### src/design/multi_channel_byte_fifo_defines.svh
// Assertion macros for the multi-channel byte FIFO.
// Expects clk_i and rst_ni in the scope of each use.
`ifndef MULTI_CHANNEL_BYTE_FIFO_DEFINES_SVH
`define MULTI_CHANNEL_BYTE_FIFO_DEFINES_SVH

// Checked on every rising edge outside reset.
`define MCBF_ASSERT(lbl, prop, msg) \
  lbl: assert property (@(posedge clk_i) disable iff (!rst_ni) (prop)) else $error(msg);

// Checked on every rising edge, reset included.
`define MCBF_ASSERT_ALWAYS(lbl, prop, msg) \
  lbl: assert property (@(posedge clk_i) (prop)) else $error(msg);

`endif

### src/design/mcbf_pkg.sv
// Shared constants, codes and beat types of the multi-channel byte FIFO.
// No dependencies.
package mcbf_pkg;

  localparam int NUM_CHANNELS_DEF  = 32;
  localparam int CHANNEL_DEPTH_DEF = 1024;

  localparam int ACT_W    = 3;
  localparam int CH_W     = 5;
  localparam int DATA_W   = 8;
  localparam int STATUS_W = 3;
  localparam int FILL_W   = 11;
  localparam int COUNT_W  = 8;

  localparam logic [ACT_W-1:0] ACT_CREATE = 3'd0;
  localparam logic [ACT_W-1:0] ACT_OPEN   = 3'd1;
  localparam logic [ACT_W-1:0] ACT_CLOSE  = 3'd2;
  localparam logic [ACT_W-1:0] ACT_WRITE  = 3'd3;
  localparam logic [ACT_W-1:0] ACT_READ   = 3'd4;

  localparam logic [STATUS_W-1:0] STAT_OK        = 3'd0;
  localparam logic [STATUS_W-1:0] STAT_EOS       = 3'd1;
  localparam logic [STATUS_W-1:0] STAT_EMPTY_NB  = 3'd2;
  localparam logic [STATUS_W-1:0] STAT_EMPTY_BLK = 3'd3;
  localparam logic [STATUS_W-1:0] STAT_NO_READER = 3'd4;
  localparam logic [STATUS_W-1:0] STAT_FULL_NB   = 3'd5;
  localparam logic [STATUS_W-1:0] STAT_FULL_BLK  = 3'd6;
  localparam logic [STATUS_W-1:0] STAT_NO_CHAN   = 3'd7;

  localparam logic [COUNT_W-1:0] COUNT_MAX = 8'd255;

  typedef enum logic [2:0] {
    KIND_NOP,
    KIND_CREATE,
    KIND_OPEN,
    KIND_CLOSE,
    KIND_WRITE,
    KIND_READ,
    KIND_RANGE
  } kind_e;

  typedef struct packed {
    kind_e             kind;
    logic [CH_W-1:0]   channel;
    logic [DATA_W-1:0] data;
    logic              open_rd;
    logic              open_wr;
    logic              open_nb;
    logic              in_range;
  } cmd_t;

  typedef struct packed {
    logic [STATUS_W-1:0] status;
    logic [DATA_W-1:0]   data;
    logic                moved;
    logic [CH_W-1:0]     channel;
    logic [FILL_W-1:0]   fill;
  } res_t;

endpackage

### src/design/mcbf_out.sv
// Result queue: holds finished result beats until popped.
// Depends on mcbf_pkg.
module mcbf_out (
  input  logic                          clk_i,
  input  logic                          rst_ni,
  input  logic                          res_push_i,
  input  mcbf_pkg::res_t                res_i,
  output logic                          res_full_o,
  output logic                          empty_o,
  input  logic                          pop_i,
  output logic [mcbf_pkg::STATUS_W-1:0] status_o,
  output logic [mcbf_pkg::DATA_W-1:0]   data_out_o,
  output logic                          bytes_moved_o,
  output logic [mcbf_pkg::CH_W-1:0]     channel_out_o,
  output logic [mcbf_pkg::FILL_W-1:0]   fill_level_o
);
  import mcbf_pkg::*;

  localparam logic [1:0] QDEPTH = 2'd2;

  res_t       ent_q [2];
  res_t       head;
  logic       wr_q, wr_d;
  logic       rd_q, rd_d;
  logic [1:0] cnt_q, cnt_d;
  logic       push_ok, pop_ok;

  assign res_full_o = (cnt_q == QDEPTH);
  assign empty_o    = (cnt_q == 2'd0);
  assign push_ok    = res_push_i && !res_full_o;
  assign pop_ok     = pop_i && !empty_o;
  assign head       = ent_q[rd_q];

  assign status_o      = head.status;
  assign data_out_o    = head.data;
  assign bytes_moved_o = head.moved;
  assign channel_out_o = head.channel;
  assign fill_level_o  = head.fill;

  always_comb begin
    wr_d  = push_ok ? ~wr_q : wr_q;
    rd_d  = pop_ok ? ~rd_q : rd_q;
    cnt_d = cnt_q + {1'b0, push_ok} - {1'b0, pop_ok};
  end

  always_ff @(posedge clk_i or negedge rst_ni) begin
    if (!rst_ni) begin
      wr_q  <= 1'b0;
      rd_q  <= 1'b0;
      cnt_q <= 2'd0;
    end else begin
      wr_q  <= wr_d;
      rd_q  <= rd_d;
      cnt_q <= cnt_d;
    end
  end

  always_ff @(posedge clk_i) begin
    if (push_ok) begin
      ent_q[wr_q] <= res_i;
    end
  end

endmodule

### config.mk
export PLATFORM = sky130hd
export DESIGN_NAME = mcbf_out
export DESIGN_NICKNAME = d
export VERILOG_FILES = /design/src/design/multi_channel_byte_fifo_defines.svh /design/src/design/mcbf_pkg.sv /design/src/design/mcbf_out.sv
export SDC_FILE = /design/constraint.sdc
export NUM_CORES = 1
export LEC_CHECK = 0
export ABC_AREA = 1
export BUFFER_PORTS_ARGS = -buffer_cell sky130_fd_sc_hd__buf_2
export CORE_MARGIN = 3
export CORE_UTILIZATION = 34
export DETAILED_ROUTE_END_ITERATION = 8
export SYNTH_ARGS = -nofsm -noshare
export SYNTH_HDL_FRONTEND = slang
export SYNTH_SLANG_ARGS = --single-unit
### constraint.sdc
create_clock -name clk_i -period 2.6 [get_ports clk_i]
set_input_delay 0.52 -clock clk_i [delete_from_list [all_inputs] [get_ports clk_i]]
set_output_delay 0.52 -clock clk_i [all_outputs]
set_load 0.03 [all_outputs]
# Word level (Yosys, flattened, before mapping)
# Memories as Yosys holds them, arrays and structs flattened.
# Index checks and enable logic that the tools add are counted.
# totals
out_inout_bits	30
wordCells	16
register_bits	4
n_memories	1
ram_bits	56
# classes
n_bitwise	2
muxes	2
n_eq_ne	1
reduce_logical	5
n_addsub	2
# memory_table
memory	depth	width	read_ports	rd_ports_with_merged_regs	wr	line_no	text
ent_q	2	28	1	0	1	mcbf_out.sv:21	res_t ent_q [2];
# ops
op	count
2-bit by 1-bit adder with 2-bit output	1
2-bit == test, second input constant	1
1-bit logical AND	2
1-bit logical NOT	2
2-bit logical NOT	1
1-bit two-way mux	2
1-bit NOT	2
2-bit by 1-bit subtractor with 2-bit output	1

# Logic depth before layout (Yosys ltp)
# depth
depth_word	5
ltp_mapped	10

# Worst setup path before layout
# Ideal clock, no wire load.
# synth_timing
path_kind	input to register
from	in res_push_i
to	mem ent_q[1][0] (netlist name) (enable)
cell_stages	2
n_path_buf	0
required_ns	2.187
setup_ns	0.413
t_arrival_ns	1.793
setup_slack_ns	0.394
cell_sequence	nand2_1 nor2_1
# synth_via
elab_chain_len	3
# synth_lines
item	line_no	text
start: declaration	mcbf_out.sv:6	input logic res_push_i,
1-bit logical AND	mcbf_out.sv:30	assign push_ok = res_push_i && !res_full_o;
1-bit two-way mux	mcbf_out.sv:59	if (push_ok) begin
1-bit two-way mux (implied by the code)	mcbf_out.sv:60	ent_q[wr_q] <= res_i;
end: declaration	mcbf_out.sv:21	
# No other way between the ends.

# Worst setup path after layout
# layout_timing
from	reg rd_q
to	out data_out_o[7] (netlist name)
# layout_via
elab_chain_len	1
# layout_lines
item	line_no	text
start: declaration	mcbf_out.sv:24	logic rd_q, rd_d;
start signal: assignment	mcbf_out.sv:53	rd_q <= rd_d;
memory 2 x 28 bit	n/a	
end: declaration	mcbf_out.sv:12	output logic [mcbf_pkg::DATA_W-1:0] data_out_o,
# No other way between the ends.

==> summary.txt <==
Timing
  • Highest clock rate: 503 MHz
  • Total Negative Setup Slacks: 0 ns
  • Hold Fails Final Rpt: 0
  • Max Clock Skew: between 0.007 and 0.008 ns
  • Worst-case hold slack: 0.381 ns
  • Share of the clock period used by the worst path: 0.765
  • Actual transition at the worst max-transition pin: between 0.5 and 0.6 ns
  • Final setup violation count: 0
  • Setup repair after global routing missed its margin: no
  • Final period demand of the worst path: 1.99 ns
  • Number of slew-limit violations in the final report: 0
  • Normalized max-slew margin: 0.663
  • Worst setup margin: 0.612 ns

Routing
  • Via density per instance: 4.21
  • Count of routing violations after the opening detailed-route iteration: 62
  • DRC violations left: 0
  • Detailed-route via count: 1403
  • Antenna-violating nets left: 0
  • Number of search-and-repair iterations in the first detailed-routing pass: 4
  • Final routed wire length divided by cell count: roughly 12 microns
  • Aggregate routed wire length: 3960 microns

Floorplanning
  • Chip Height: 87.9 microns
  • Area of the die: between 0.007 and 0.008 sq mm
  • Placeable core area: 0.00642 sq mm
  • I/O pin cnt: 62
  • Effective utilization at floorplan: 0.355
  • Number of rows created at floorplan: 29
  • Die span in x: approximately 88 microns

Worst hold path
  • Destination of the worst hold path: ent_q[1][13]
  • Start point of the worst min-delay path: res_i[13]
  • Worst Hold Class: input pin to flop
  • WHS Path Cells: 1

Power and ir drop
  • Clock share of power: 0.237
  • Design Power: 3.66 mW
  • Switching power: 1.44 mW
  • Seq pwr share: 0.376
  • Maximum ir drop on the vdd rail: about 460 uV
  • Combinational fraction of design power: 0.387
  • Switching power share of the total: 0.393
  • Power density cells: 1260 mW/mm^2
  • Cell-internal power: 2.22 mW
  • Leakage Power: ~1.3 nW

Worst setup path
  • Arrival @ worst endpoint: 1.47 ns
  • RR Startpoint: cnt_q[1]
  • Worst EP required: between 2 and 2.5 ns
  • Crit start category: flop
  • Setup slack, reg-to-reg: around 1.0 ns
  • Category of the critical setup timing path: flop to output port
  • Worst setup EP type: output port
  • Maximum net fanout on the critical path: 29
  • Cells on worst reg2reg path: 4
  • Destination of the worst register-to-register timing path: ent_q[1][4]

Synth
  • Synth cell count leaders: 97 x sky130_fd_sc_hd__nand2_1, 56 x sky130_fd_sc_hd__edfxtp_1, 10 x sky130_fd_sc_hd__inv_1
  • Area of the mapped netlist: 0.00228 sq mm
  • Share of flip-flops with an asynchronous set or reset: 0.0667
  • Number of synthesized register bits: 60
  • Count leader, synth: sky130_fd_sc_hd__nand2_1
  • EDFF count, synth: between 50 and 60
  • Post-Syn Nets: 214
  • Area share of the largest cell type after synthesis: 0.738
  • Gate count after technology mapping: 180
  • Count of different cell masters after synthesis: 11
  • Post-Synthesis Mean Instance Area: 12.7 sq um
  • Cell types occupying the most area after synthesis: sky130_fd_sc_hd__edfxtp_1 74%, sky130_fd_sc_hd__nand2_1 16%, sky130_fd_sc_hd__dfrtp_1 4.4%
  • Post-synthesis sequential area ratio: 0.782
  • Primary FF master, synth: sky130_fd_sc_hd__edfxtp_1
  • Cell type with the largest total area after synthesis: sky130_fd_sc_hd__edfxtp_1
  • Synth warn: 0

Final layout
  • Final layout net count: 285
  • Total area of multi-input combinational cells: just over 400 sq um
  • Filler Cells Inserted: 602
  • Proportion of layout cells with a drive suffix above 1: 0.316
  • Sequential cell area in the final layout: 0.00178 sq mm
  • Fin area: just under 0.003 sq mm
  • Fraction of the core area covered by cells at the end of the flow: 0.451
  • Fin cells: 333
  • Area grow syn2layout: 27.2%
  • ANT cells: 0

Global routing
  • Aggregate global routing overflow: 0
  • Total Routing Usage GR: 0.117
  • Global-route wire length before repair: 6420 microns
  • Initial antenna violation count: 0
  • Via count of the first global-routing pass: 1369
  • Pin count of the biggest net entering global routing: 30

Clock tree
  • TritonCTS clock tree: yes
  • Num CTS Buffers: 9
  • Clock-pin slew on the worst setup and hold paths: ~0.070 ns
  • H-Tree Level Count: 3
  • Clock sink total: 60
  • Number of buffers on the longest clock path: 2
  • Cell chosen for the clock root: sky130_fd_sc_hd__clkbuf_8
  • Insertion delay to the later sink of the worst-skew pair: 0.32 ns
  • Resized Gates After CTS: 0

Placement
  • Worst setup slack before clock tree synthesis: 0.902 ns
  • Half-perimeter wire length after placement: about 2700 microns
  • Number of port buffers: 61
  • Routability Congestion: 0.678
  • Placed instance area: between 0.002 and 0.003 sq mm
  • # placed instances: 316

Outcome
  • Result of the run: complete, no violations

Job
  • Number of max-capacitance violations reported: 0
==> per-layer routing <==
layer  wire (microns)  GRT usage  vias to the layer above
met5                0          0                        -
met4               87     0.0837                        0
met3              227     0.0376                        6
met2             2010      0.188                       48
met1             1640      0.130                      616
li1                 -          -                      733
==> kinds of logic (layout without fill, tap and decap cells) <==
family | Yosys count | in the layout | synth area share
DFF | 60 | 60 | 0.782
adders and majority gates | 2 | 2 | 0.0110
and+or+nand+nor | 101 | 101 | 0.168
buffers and inverters | 17 | 93 | 0.0390
==> state kept, by name, summed over array words and instances (netlist names) <==
register,flops
cnt_q,2
ent_q,56
rd_q,1
wr_q,1
==> power groups by stage <==
stage | Clock [mW] | Sequential (mW) | Combinational [mW]
finish | 0.866 | 1.38 | 1.41
floorplan | 0 | 1.39 | 1.04
detailed placement | 0 | 1.40 | 1.45
global placement | 0 | 1.39 | 1.43
global route | 0.945 | 1.40 | 1.58
CTS | 0.893 | 1.38 | 1.45
==> worst max path at each step <==
stage                    start              end  slack (ns)  cells past startpoint
floorplan           res_push_i      ent_q[1][0]        0.39                      2
CTS                       rd_q    data_out_o[7]        0.56                      4
finish                    rd_q    data_out_o[7]        0.61                      4
global route              rd_q  fill_level_o[1]        0.43                      4
global placement    res_push_i     ent_q[1][18]        0.90                      4
detailed placement  res_push_i     ent_q[1][18]        0.90                      4
==> what timing repair did <==
item / in CTS / in global routing
buffers inserted: 0 / 0
hold buffers: 1 / 0
endpoints found under the hold margin: 4 / 0
==> cell usage in the layout, fill, tap and decap left out, drive strengths merged <==
master / Yosys / layout
nand2: 97 / 97
dfrtp: 4 / 4
edfxtp: 56 / 56
buf: 6 / 65
nand3: 3 / 3
ha: 2 / 2
clkbuf: 0 / 10
bufinv: 0 / 2
dlygate4sd3: 0 / 1
inv: 11 / 11
clkinv: 0 / 4
nor2: 1 / 1
==> critical path, stage by stage, from the launching register on <==
cell                      delay [ns]
sky130_fd_sc_hd__dfrtp_1        0.38
sky130_fd_sc_hd__inv_2          0.38
sky130_fd_sc_hd__nand2_1        0.10
sky130_fd_sc_hd__nand2_1        0.08
sky130_fd_sc_hd__buf_2          0.19
==> final cells by class <==
| cell class | instances | share of cell area |
|---|---|---|
| Sequential cell | 60 | 0.615 |
| Timing Repair Buffer | 66 | 0.123 |
| Inverter | 11 | 0.0142 |
| Clock inverter | 6 | 0.0272 |
| Tap cell | 77 | 0.0332 |
| Multi-Input combinational cell | 103 | 0.143 |
| Clock buffer | 10 | 0.0440 |
Power figures use the tool's default switching activity.
